**src/sv/utf8d_pkg.sv**
```systemverilog
package utf8d_pkg;

  // Fixed field widths and buffer depth.
  localparam int unsigned BYTE_W = 8;
  localparam int unsigned CP_W   = 21;
  localparam int unsigned CNT_W  = 3;
  localparam int unsigned BUF_DEPTH = 4;

  // Replacement character for malformed input.
  localparam logic [CP_W-1:0] REPLACEMENT_CP = 21'h00FFFD;

  // Lead byte classes: prefix masks and patterns.
  localparam logic [BYTE_W-1:0] LEAD2_MASK = 8'hE0;
  localparam logic [BYTE_W-1:0] LEAD2_PAT  = 8'hC0;
  localparam logic [BYTE_W-1:0] LEAD3_MASK = 8'hF0;
  localparam logic [BYTE_W-1:0] LEAD3_PAT  = 8'hE0;
  localparam logic [BYTE_W-1:0] LEAD4_MASK = 8'hF8;
  localparam logic [BYTE_W-1:0] LEAD4_PAT  = 8'hF0;
  localparam logic [BYTE_W-1:0] CONT_MASK  = 8'hC0;
  localparam logic [BYTE_W-1:0] CONT_PAT   = 8'h80;

  // Payload masks.
  localparam logic [BYTE_W-1:0] CONT_BITS  = 8'h3F;
  localparam logic [BYTE_W-1:0] LEAD2_BITS = 8'h1F;
  localparam logic [BYTE_W-1:0] LEAD3_BITS = 8'h0F;
  localparam logic [BYTE_W-1:0] LEAD4_BITS = 8'h07;

  // Commands from the controller to the datapath.
  typedef struct packed {
    logic load_byte;  // store the accepted input item in the buffer
    logic emit;       // register one result and drop its bytes
  } dp_cmd_t;

  // Status from the datapath to the controller.
  typedef struct packed {
    logic hold;   // head sequence is incomplete and the string goes on
    logic empty;  // no bytes left in the buffer
  } dp_status_t;

endpackage

```
**src/sv/utf8d_ctrl.sv**
```systemverilog
module utf8d_ctrl (
  input  logic                  clk_i,
  input  logic                  rst_ni,
  input  logic                  in_valid_i,
  output logic                  in_ready_o,
  output logic                  out_valid_o,
  input  logic                  out_ready_i,
  input  utf8d_pkg::dp_status_t status_i,
  output utf8d_pkg::dp_cmd_t    cmd_o
);
  import utf8d_pkg::*;

  localparam logic [1:0] ST_IDLE = 2'd0;
  localparam logic [1:0] ST_SCAN = 2'd1;
  localparam logic [1:0] ST_OUT  = 2'd2;

  logic [1:0] state_q, state_d;

  // Next state and commands.
  always_comb begin
    state_d       = state_q;
    in_ready_o    = 1'b0;
    out_valid_o   = 1'b0;
    cmd_o         = '0;
    case (state_q)
      ST_IDLE: begin
        in_ready_o = 1'b1;
        if (in_valid_i) begin
          cmd_o.load_byte = 1'b1;
          state_d         = ST_SCAN;
        end
      end
      ST_SCAN: begin
        if (status_i.hold) begin
          state_d = ST_IDLE;
        end else begin
          cmd_o.emit = 1'b1;
          state_d    = ST_OUT;
        end
      end
      ST_OUT: begin
        out_valid_o = 1'b1;
        if (out_ready_i) begin
          state_d = status_i.empty ? ST_IDLE : ST_SCAN;
        end
      end
      default: begin
        state_d = ST_IDLE;
      end
    endcase
  end

  // State register.
  always_ff @(posedge clk_i or negedge rst_ni) begin
    if (!rst_ni) begin
      state_q <= ST_IDLE;
    end else begin
      state_q <= state_d;
    end
  end

endmodule

```
**src/sv/utf8d_datapath.sv**
```systemverilog
module utf8d_datapath #(
  parameter int unsigned OFFSET_WIDTH = 16
) (
  input  logic                        clk_i,
  input  logic                        rst_ni,
  input  utf8d_pkg::dp_cmd_t          cmd_i,
  output utf8d_pkg::dp_status_t       status_o,
  input  logic [7:0]                  byte_in_i,
  input  logic                        last_byte_i,
  output logic [20:0]                 code_point_o,
  output logic [OFFSET_WIDTH-1:0]     byte_offset_o,
  output logic                        end_of_string_o
);
  import utf8d_pkg::*;

  logic [BYTE_W-1:0]       buf_q [BUF_DEPTH];
  logic [BYTE_W-1:0]       buf_d [BUF_DEPTH];
  logic [CNT_W-1:0]        cnt_q, cnt_d;
  logic [OFFSET_WIDTH-1:0] base_q, base_d;
  logic [OFFSET_WIDTH-1:0] pos_q, pos_d;
  logic                    last_q, last_d;
  logic [CP_W-1:0]         cp_q;
  logic [OFFSET_WIDTH-1:0] off_q;
  logic                    eos_q;

  logic [BYTE_W-1:0]       lead;
  logic [1:0]              need;
  logic                    bad_lead;
  logic [CP_W-1:0]         value;
  logic                    cut;
  logic                    bad_cont;
  logic                    stop;
  logic                    bad_all;
  logic [CNT_W-1:0]        consume;
  logic [CP_W-1:0]         cp_next;
  logic                    eos_next;
  logic [OFFSET_WIDTH:0]   base_sum;
  logic [OFFSET_WIDTH-1:0] base_sat;
  logic [OFFSET_WIDTH:0]   pos_sum;
  logic [OFFSET_WIDTH-1:0] pos_sat;

  // Decode the sequence that starts at the head of the buffer.
  always_comb begin
    lead     = buf_q[0];
    need     = 2'd0;
    bad_lead = 1'b0;
    value    = {{(CP_W-7){1'b0}}, lead[6:0]};
    cut      = 1'b0;
    bad_cont = 1'b0;
    stop     = 1'b0;
    if (lead[7]) begin
      if ((lead & LEAD2_MASK) == LEAD2_PAT) begin
        need  = 2'd1;
        value = {{(CP_W-BYTE_W){1'b0}}, lead & LEAD2_BITS};
      end else if ((lead & LEAD3_MASK) == LEAD3_PAT) begin
        need  = 2'd2;
        value = {{(CP_W-BYTE_W){1'b0}}, lead & LEAD3_BITS};
      end else if ((lead & LEAD4_MASK) == LEAD4_PAT) begin
        need  = 2'd3;
        value = {{(CP_W-BYTE_W){1'b0}}, lead & LEAD4_BITS};
      end else begin
        bad_lead = 1'b1;
      end
    end
    // Walk the continuation bytes; the first cut-off or bad byte ends the walk.
    for (int k = 1; k < BUF_DEPTH; k++) begin
      if (!stop && (k <= int'(need))) begin
        if (CNT_W'(k) >= cnt_q) begin
          cut  = 1'b1;
          stop = 1'b1;
        end else if ((buf_q[k] & CONT_MASK) != CONT_PAT) begin
          bad_cont = 1'b1;
          stop     = 1'b1;
        end else begin
          value = {value[CP_W-7:0], buf_q[k][5:0]};
        end
      end
    end
    bad_all  = bad_lead || bad_cont || cut;
    consume  = bad_all ? CNT_W'(1) : (CNT_W'(need) + CNT_W'(1));
    cp_next  = bad_all ? REPLACEMENT_CP : value;
    eos_next = last_q && (consume == cnt_q);
  end

  // Saturating offset arithmetic.
  always_comb begin
    base_sum = {1'b0, base_q} + {{(OFFSET_WIDTH+1-CNT_W){1'b0}}, consume};
    base_sat = base_sum[OFFSET_WIDTH] ? '1 : base_sum[OFFSET_WIDTH-1:0];
    pos_sum  = {1'b0, pos_q} + {{OFFSET_WIDTH{1'b0}}, 1'b1};
    pos_sat  = pos_sum[OFFSET_WIDTH] ? '1 : pos_sum[OFFSET_WIDTH-1:0];
  end

  // Buffer, counters and position updates.
  always_comb begin
    logic [CNT_W-1:0] idx;
    buf_d  = buf_q;
    cnt_d  = cnt_q;
    base_d = base_q;
    pos_d  = pos_q;
    last_d = last_q;
    idx    = '0;
    if (cmd_i.load_byte) begin
      buf_d[cnt_q[1:0]] = byte_in_i;
      cnt_d             = cnt_q + CNT_W'(1);
      last_d            = last_byte_i;
      if (cnt_q == '0) begin
        base_d = pos_q;
      end
      pos_d = last_byte_i ? '0 : pos_sat;
    end else if (cmd_i.emit) begin
      for (int i = 0; i < BUF_DEPTH; i++) begin
        idx = CNT_W'(i) + consume;
        if (idx < CNT_W'(BUF_DEPTH)) begin
          buf_d[i] = buf_q[idx[1:0]];
        end
      end
      cnt_d  = cnt_q - consume;
      base_d = base_sat;
    end
  end

  // Control state registers.
  always_ff @(posedge clk_i or negedge rst_ni) begin
    if (!rst_ni) begin
      cnt_q  <= '0;
      base_q <= '0;
      pos_q  <= '0;
      last_q <= 1'b0;
    end else begin
      cnt_q  <= cnt_d;
      base_q <= base_d;
      pos_q  <= pos_d;
      last_q <= last_d;
    end
  end

  // Held bytes and the output register carry no reset.
  always_ff @(posedge clk_i) begin
    buf_q <= buf_d;
    if (cmd_i.emit) begin
      cp_q  <= cp_next;
      off_q <= base_q;
      eos_q <= eos_next;
    end
  end

  assign status_o.hold  = cut && !last_q;
  assign status_o.empty = (cnt_q == '0);

  assign code_point_o    = cp_q;
  assign byte_offset_o   = off_q;
  assign end_of_string_o = eos_q;

endmodule

```
**src/sv/utf8_to_code_point_decoder_top.sv**
```systemverilog
// Channel  Direction  Handshake               Payload
// in       input      in_valid_i/in_ready_o   byte_in_i, last_byte_i
// out      output     out_valid_o/out_ready_i code_point_o, byte_offset_o, end_of_string_o
//
// An item passes an accept state, then a scan state for each result plus one
// for a held incomplete tail, and an output state for each result, which
// waits on out_ready_i. Results come from the single decoder that scans the
// byte buffer head.
// Reset clears the controller, the byte count and the offset counters.
// The input stays stalled while results of the current item are pending.
module utf8_to_code_point_decoder_top #(
  parameter int unsigned OFFSET_WIDTH = 16
) (
  input  logic                    clk_i,
  input  logic                    rst_ni,
  input  logic                    in_valid_i,
  output logic                    in_ready_o,
  input  logic [7:0]              byte_in_i,
  input  logic                    last_byte_i,
  output logic                    out_valid_o,
  input  logic                    out_ready_i,
  output logic [20:0]             code_point_o,
  output logic [OFFSET_WIDTH-1:0] byte_offset_o,
  output logic                    end_of_string_o
);
  import utf8d_pkg::*;

  dp_cmd_t    cmd;
  dp_status_t status;

  // Sequencing of accept, scan and output.
  utf8d_ctrl u_ctrl (
    .clk_i       (clk_i),
    .rst_ni      (rst_ni),
    .in_valid_i  (in_valid_i),
    .in_ready_o  (in_ready_o),
    .out_valid_o (out_valid_o),
    .out_ready_i (out_ready_i),
    .status_i    (status),
    .cmd_o       (cmd)
  );

  // Byte buffer, decoder and offset counters.
  utf8d_datapath #(
    .OFFSET_WIDTH (OFFSET_WIDTH)
  ) u_datapath (
    .clk_i           (clk_i),
    .rst_ni          (rst_ni),
    .cmd_i           (cmd),
    .status_o        (status),
    .byte_in_i       (byte_in_i),
    .last_byte_i     (last_byte_i),
    .code_point_o    (code_point_o),
    .byte_offset_o   (byte_offset_o),
    .end_of_string_o (end_of_string_o)
  );

  // The block never accepts an item while a result is on offer.
  assert property (@(posedge clk_i) disable iff (!rst_ni)
    !(in_ready_o && out_valid_o))
    else $error("input ready while a result is pending");

  // An accepted item is always scanned before the next one.
  assert property (@(posedge clk_i) disable iff (!rst_ni)
    (in_valid_i && in_ready_o) |=> !in_ready_o)
    else $error("input accepted twice without a scan");

  // The final result of a string leaves the buffer empty.
  assert property (@(posedge clk_i) disable iff (!rst_ni)
    (out_valid_o && out_ready_i && end_of_string_o) |=> in_ready_o)
    else $error("bytes left over after end of string");

  // Commands are never issued together.
  assert property (@(posedge clk_i) disable iff (!rst_ni)
    !(cmd.load_byte && cmd.emit))
    else $error("load and emit in the same cycle");

endmodule
```
**config.mk**
```make
export PLATFORM = sky130hd
export DESIGN_NAME = utf8_to_code_point_decoder_top
export DESIGN_NICKNAME = d
export VERILOG_FILES = /design/src/sv/utf8d_pkg.sv /design/src/sv/utf8d_ctrl.sv /design/src/sv/utf8d_datapath.sv /design/src/sv/utf8_to_code_point_decoder_top.sv
export SDC_FILE = /design/constraint.sdc
export NUM_CORES = 1
export LEC_CHECK = 0
export ABC_AREA = 0
export BUFFER_PORTS_ARGS = -buffer_cell sky130_fd_sc_hd__clkbuf_2
export CORE_MARGIN = 1.5
export CORE_UTILIZATION = 39
export DETAILED_ROUTE_END_ITERATION = 10
export REMOVE_ABC_BUFFERS = 1
export SLEW_MARGIN = 20
export SYNTH_ARGS = -nofsm -noshare
export SYNTH_HDL_FRONTEND = slang
export SYNTH_SLANG_ARGS = --single-unit
```
**constraint.sdc**
```tcl
create_clock -name clk_i -period 6.8 [get_ports clk_i]
set_clock_uncertainty 0.2 [all_clocks]
set_input_delay 1.7 -clock clk_i [delete_from_list [all_inputs] [get_ports clk_i]]
set_output_delay 1.7 -clock clk_i [all_outputs]
set_load 0.01 [all_outputs]
```
=== After elaboration in Yosys (flattened, before gate mapping) ===
Cells that the tools add are included.

* Bits in registers: 108
* Input bits: 13
* Word-level logic and storage cells: 158

* $add $sub $neg: 8
* $lt $le $gt $ge: 16
* Equality and inequality tests: 12
* Multiplexer cells: 82
* Bitwise operators: 5
* Reduce and logical (&&, ||, !) cells: 23

{| class="wikitable"
|+ Operators with widths
! kind !! number
|-
| $mux W21 || 12
|-
| $mux W8 || 13
|-
| $mux W16 || 6
|-
| $bmux W8 S2 || 4
|-
| $mux W32 || 2
|-
| $bwmux W32 || 1
|-
| $mux W1 || 31
|-
| $add A16 B1 Y17 const B || 1
|-
| $add A16 B3 Y17 || 1
|-
| $demux W8 S2 || 1
|-
| $ge A3 B3 Y1 const B || 5
|-
| $not A2 Y3 || 5
|-
| $mux W2 || 7
|-
| $lt A3 B3 Y1 const B || 4
|-
| $reduce_and A2 Y1 || 6
|-
| $ne A2 B2 Y1 const B || 5
|-
| $reduce_bool A2 Y1 || 5
|-
| $mux W3 || 3
|-
| $mux W7 || 1
|-
| $add A2 B3 Y3 const A || 2
|-
| $ge A2 B3 Y1 const A || 2
|-
| $pmux W2 S3 || 1
|-
| $eq A5 B5 Y1 const B || 1
|-
| $logic_and A1 B1 Y1 || 5
|-
| 18 further kinds || 22
|}

=== Depth between registers and ports, before layout ===
* Depth after elaboration: 24
* Depth in mapped cells: 18
* Depth with buffers taken out: 15

=== Hierarchy ===
From an unflattened synthesis, not the netlist that was laid out.

* Cells, all modules: 641
* Area, all modules: 6423.7 µm²

{| class="wikitable"
|+ By module, submodules not included
! module !! instances !! cells each !! area each (µm²)
|-
| utf8d_datapath || 1 || 630 || 6304.8
|-
| utf8d_ctrl || 1 || 11 || 118.9
|}

=== Least setup slack after synthesis ===
Ideal clock, no wire load.

* Path type: reg-to-reg
* Start point: register u_datapath.buf_q (netlist bit u_datapath.lead[3])
* End point: register u_datapath.base_q[11]
* Setup time: 0.094 ns
* Arrival time: 3.509 ns
* Setup slack: 2.997 ns
* Cell stages (with the launch flop): 19
* Path buffers: 4
* Period minus slack after synthesis: 3.803 ns
* Path through: edfxtp_1 buf_6 and2_4 nor2_4 inv_2 ha_1 o21bai_2 o211ai_4 or2_1 clkbuf_1 buf_6 buf_4 ha_1 fa_1 nor2_1 or3_1 o21a_1 and3_1 a211oi_1

* Longest elaborated chain between the ends: 20

{| class="wikitable"
|+ RTL lines
! item !! RTL line !! RTL
|-
| from (decl) || utf8d_datapath.sv:16 || <nowiki>logic [BYTE_W-1:0] buf_q [BUF_DEPTH];</nowiki>
|-
| from (signal assigned) || utf8d_datapath.sv:139 || <nowiki>buf_q <= buf_d;</nowiki>
|-
| $eq A5 B5 Y1 (*) || utf8d_datapath.sv:58 || <nowiki>end else if ((lead & LEAD4_MASK) == LEAD4_PAT) begin</nowiki>
|-
| $mux W2 || utf8d_datapath.sv:58 ||
|-
| $mux W2 || utf8d_datapath.sv:55 || <nowiki>end else if ((lead & LEAD3_MASK) == LEAD3_PAT) begin</nowiki>
|-
| $mux W2 || utf8d_datapath.sv:52 || <nowiki>if ((lead & LEAD2_MASK) == LEAD2_PAT) begin</nowiki>
|-
| $mux W2 || utf8d_datapath.sv:51 || <nowiki>if (lead[7]) begin</nowiki>
|-
| $le A1 B2 Y1 || utf8d_datapath.sv:67 || <nowiki>if (!stop && (k <= int'(need))) begin</nowiki>
|-
| $mux W1 || utf8d_datapath.sv:67 ||
|-
| $mux W1 or $logic_not A1 Y1 (tied branches) || utf8d_datapath.sv:71, utf8d_datapath.sv:67 ||
|-
| [3 not listed] || - ||
|-
| $mux W1 or $logic_and A1 B1 Y1 (tied branches) || utf8d_datapath.sv:68, utf8d_datapath.sv:67 ||
|-
| $mux W1 || utf8d_datapath.sv:67 ||
|-
| $logic_or A1 B1 Y1 (2 in series) || utf8d_datapath.sv:79 || <nowiki>bad_all = bad_lead || bad_cont || cut;</nowiki>
|-
| $mux W3 || utf8d_datapath.sv:80 || <nowiki>consume = bad_all ? CNT_W'(1) : (CNT_W'(need) + CNT_W'(1));</nowiki>
|-
| $add A16 B3 Y17 || utf8d_datapath.sv:87 || <nowiki>base_sum = {1'b0, base_q} + {{(OFFSET_WIDTH+1-CNT_W){1'b0}}, consume};</nowiki>
|-
| $mux W16 || utf8d_datapath.sv:88 || <nowiki>base_sat = base_sum[OFFSET_WIDTH] ? '1 : base_sum[OFFSET_WIDTH-1:0];</nowiki>
|-
| $mux W16 || utf8d_datapath.sv:110 || <nowiki>end else if (cmd_i.emit) begin</nowiki>
|-
| $mux W16 || utf8d_datapath.sv:102 || <nowiki>if (cmd_i.load_byte) begin</nowiki>
|-
| to (signal assigned) || utf8d_datapath.sv:131 || <nowiki>base_q <= base_d;</nowiki>
|-
| to (decl) || utf8d_datapath.sv:19 || <nowiki>logic [OFFSET_WIDTH-1:0] base_q, base_d;</nowiki>
|}

Mark *: on every way between the ends. The rest lies on a longest branch, timed or not. The select of a mux whose other input is x is not followed.
A chain may end at the register's enable or synchronous reset.

=== Worst setup path in the final report ===
* Start point: register u_datapath.cnt_q[0]
* End point: register u_datapath.base_q[11]

* Longest elaborated chain between the ends: 16

{| class="wikitable"
|+ RTL lines
! item !! RTL line !! RTL
|-
| from (decl) || utf8d_datapath.sv:18 || <nowiki>logic [CNT_W-1:0] cnt_q, cnt_d;</nowiki>
|-
| from (signal assigned) || utf8d_datapath.sv:130 || <nowiki>cnt_q <= cnt_d;</nowiki>
|-
| $ge A1 B3 Y1 || utf8d_datapath.sv:68 || <nowiki>if (CNT_W'(k) >= cnt_q) begin</nowiki>
|-
| $mux W1 || utf8d_datapath.sv:68 ||
|-
| $mux W1 || utf8d_datapath.sv:67 ||
|-
| $mux W1 or $logic_not A1 Y1 (tied branches) || utf8d_datapath.sv:71, utf8d_datapath.sv:67 ||
|-
| $mux W1 or $logic_and A1 B1 Y1 (tied branches) || utf8d_datapath.sv:68, utf8d_datapath.sv:67 ||
|-
| $mux W1 || utf8d_datapath.sv:67 ||
|-
| $mux W1 or $logic_not A1 Y1 (tied branches) || utf8d_datapath.sv:71, utf8d_datapath.sv:67 ||
|-
| $mux W1 or $logic_and A1 B1 Y1 (tied branches) || utf8d_datapath.sv:68, utf8d_datapath.sv:67 ||
|-
| $mux W1 || utf8d_datapath.sv:67 ||
|-
| $logic_or A1 B1 Y1 (2 in series) || utf8d_datapath.sv:79 ||
|-
| $mux W3 || utf8d_datapath.sv:80 ||
|-
| $add A16 B3 Y17 || utf8d_datapath.sv:87 ||
|-
| $mux W16 || utf8d_datapath.sv:88 ||
|-
| $mux W16 || utf8d_datapath.sv:110 ||
|-
| $mux W16 || utf8d_datapath.sv:102 ||
|}

Parallel ways exist; a longest one is shown, timed or not. The select of a mux whose other input is x is not followed.

==> results_dict.tcl <==
set metrics [dict create \
    mostFrequentLayoutCells "70 x edfxtp_1, 51 x clkbuf_2, 48 x nand3_1, 48 x nand2_1, 47 x a21oi_1" \
    fin_crit_ns 4.79 \
    critPathArrivalTime_ns 4.84 \
    setup_viol 0 \
    synth_seq_area_share_pct 47.2 \
    drt_first_iter_violations 550 \
    synth-edff-count 70 \
    nets 688 \
    hold_ws_ns 0.296 \
    num_vias 5443 \
    postRouteAntennaNets 0 \
    insertion_delay_ns 0.35 \
    final_layout_size_suffix_gt1_share_pct 14.7 \
    avgSynthCellArea_um2 10.2 \
    hold_buffers 0 \
    maxSlewHeadroom_pct 30.5 \
    cts_resized 0 \
    use_met1_pct 30.0 \
    final_util_pct 44.4 \
    drt-pass1-iter-count 5 \
    final_common_cell "edfxtp_1" \
    cpMostUsedCell "ha_1" \
    cts_setup_buffers 0 \
    vias_per_cell 6.18 \
    grt_pass1_vias 5050 \
    synth_cell_types 73 \
    ios 53 \
    postSynthCellCount 634 \
    irDropWorstVdd_v 0.000189 \
    drc 0 \
    power_frac_clock_pct 13.5 \
    internal-power_w 0.00204 \
    tns_ns 0 \
    fillers 1509 \
    switching_share_pct 44.3 \
    fmax_mhz 209 \
    grt_usage_pct 19.5 \
    clk_pin_slew_ns 0.07 \
    grt_use_met2_pct 27.9 \
    rows 46 \
    wl_per_cell_um 18.9 \
    finalCritPeriodShare_pct 70.4 \
    clkSinkCount 108 \
    critPathLaunchType "flop" \
    grt_max_degree 52 \
    cp-end-kind "flop" \
    final_cells 881 \
    yosysWarnings 0 \
    dp_hpwl_um 11600 \
    hp-class "flop to flop" \
    tightestPinTransition_ns 1.04 \
    status "completed" \
    num_antenna_cells 0 \
    synthArstFlopShare_pct 35.2 \
    leakagePower_nw 2.82 \
    rsz0062_at_grt "false" \
    core_area_mm2 0.0161 \
    cap_violations 0 \
    netSwitchingPower_w 0.00163 \
    crit_fanout 40 \
    root_buffer "clkbuf_16" \
    routed_wl_um 16700 \
    ys_ff_latch 108 \
    die_h_um 132 \
    final_max_slew_viol_count 0 \
    die_area_mm2 0.0174 \
    slowest_stage "or2_2" \
    finalHoldViolations 0 \
    pwr-share-seq_pct 37.1 \
    ys.flop_type "edfxtp_1" \
    powerDensity_mw_per_mm2 515 \
    p_comb_share_pct 49.3 \
    area_growth_pct 10.2 \
    crit_required_ns 6.86 \
    gp_congestion 0.872 \
    max_stage_delay_ns 0.87 \
    critPathKind "flop to flop" \
    numCtsBuffers 9 \
    htreeDepth 3 \
    grt_busiest_layer "met1" \
    die_width_um 132 \
    cts_buffer_depth 2 \
    cts_tree "done" \
    antenna_found_initial 0 \
    use_met3_pct 3.42 \
    synth_area_mm2 0.00646 \
    crit_chain "inv_1 -> ha_1 -> and3b_1 -> o21a_1 -> o211ai_4 -> or2_2 -> ha_1 -> fa_1 -> nor2_1 -> or3_1 -> o21ai_2 -> a311oi_1 -> a211oi_1" \
    place_inst 865 \
    grt-ovfl-total 0 \
    grt_pass1_wl_um 27300 \
    portBuffers 52 \
    start_util_pct 40.3 \
]
[critical path, delay by kind of cell, from the launching register on]
| kind | cells | cell delay (ns) |
|---|---|---|
| fa+ha+maj | 3 | 1.03 |
| simple gates | 4 | 1.55 |
| buf+inv | 1 | 0.14 |
| compound gates | 5 | 1.31 |
| flops | 1 | 0.45 |
[worst paths after layout]
check	startpoint	cells after the start	end	slack, ns
worst max-delay path	u_datapath.cnt_q[0]	13	u_datapath.base_q[11]	2.01
min in group asynchronous	rst_ni	1	u_datapath.base_q[10]	1.26
worst max register to register	u_datapath.cnt_q[0]	13	u_datapath.base_q[11]	2.01
worst min register to register	u_datapath.base_q[0]	0	u_datapath.byte_offset_o[0]	0.30
max in group asynchronous	rst_ni	1	u_datapath.pos_q[3]	4.57
worst min-delay path	u_datapath.base_q[0]	0	u_datapath.byte_offset_o[0]	0.30
[cell usage after synthesis (5+ instances only)]
| master | n | area, µm² |
|---|---|---|
| mux2i_1 | 37 | 370 |
| a221o_1 | 5 | 50.1 |
| dfrtp_1 | 38 | 951 |
| ha_1 | 13 | 163 |
| o221ai_1 | 30 | 263 |
| o21ai_1 | 5 | 25.0 |
| clkbuf_1 | 29 | 109 |
| and4_1 | 6 | 52.6 |
| a21o_1 | 5 | 37.5 |
| nand2b_1 | 18 | 113 |
| nand3_1 | 48 | 240 |
| or3_1 | 5 | 31.3 |
| a22oi_1 | 9 | 67.6 |
| o21ai_0 | 22 | 110 |
| a21oi_1 | 47 | 235 |
| o31ai_1 | 6 | 45.0 |
| o22a_1 | 7 | 61.3 |
| nor2_1 | 32 | 120 |
| and3_1 | 11 | 68.8 |
| nor3_1 | 18 | 90.1 |
| inv_1 | 12 | 45.0 |
| nand2_1 | 48 | 180 |
| edfxtp_1 | 70 | 2100 |
| a31oi_1 | 11 | 68.8 |
| a211oi_1 | 11 | 82.6 |
[sequential cells by signal, indices dropped and copies added, names as in the netlist]
register and count:
u_datapath.base_q 16, u_datapath.code_point_o 21, u_datapath.buf_q 24, u_ctrl.state_q 2, u_datapath.byte_offset_o 16, u_datapath.pos_q 16
u_datapath.end_of_string_o 1, u_datapath.last_q 1, u_datapath.lead 8, u_datapath.cnt_q 3
[power groups by stage]
stage | clock network (W) | registers, W | logic (W)
3_5_place_dp | 0 | 0.00136 | 0.00179
2_1_floorplan | 0 | 0.00133 | 0.00124
5_1_grt | 0.000527 | 0.00139 | 0.00200
4_1_cts | 0.000506 | 0.00135 | 0.00180
6_report | 0.000496 | 0.00136 | 0.00181
3_3_place_gp | 0 | 0.00135 | 0.00174
[stage by stage]
stage	worst slack [ns]	area (µm²)	power [W]
6_report	2.01	7120	0.00367
5_1_grt	1.65	7120	0.00392
4_1_cts	2.04	7120	0.00365
3_5_place_dp	2.10	6840	0.00315
3_3_place_gp	2.25	6840	0.00310
2_1_floorplan	2.28	6260	0.00257
[layer usage]
| metal | vias up | part of all wire, % |
|---|---|---|
| li1 | 2507 | - |
| met4 | 0 | 1.4 |
| met1 | 2654 | 49 |
| met3 | 19 | 7.2 |
| met5 | - | 0 |
| met2 | 263 | 42 |
[logic make-up (layout without fill, tap and decap cells)]
| kind of cell | count (synthesis) | count (layout) | synth area share (%) |
|---|---|---|---|
| buffers and inverters | 57 | 88 | 3.97 |
| DFF | 108 | 108 | 47.2 |
| adders and majority gates | 17 | 17 | 3.47 |
| xor gates and xnor gates | 4 | 4 | 0.542 |
| and+or+nand+nor | 216 | 216 | 17.5 |
| AOI/OAI and AO/OA | 194 | 194 | 21.4 |
| muxes | 38 | 38 | 5.90 |
[cell type report]
| class | instances | area (µm²) | share of cell area, % |
|---|---|---|---|
| Sequential cell | 108 | 3050 | 42.9 |
| Multi-Input combinational cell | 469 | 3160 | 44.4 |
| Tap cell | 216 | 270 | 3.79 |
| Clock inverter | 7 | 51.3 | 0.720 |
| Inverter | 13 | 48.8 | 0.685 |
| Clock buffer | 9 | 225 | 3.16 |
| Timing Repair Buffer | 59 | 313 | 4.39 |
No activity file was read; power rests on OpenSTA's default activity.
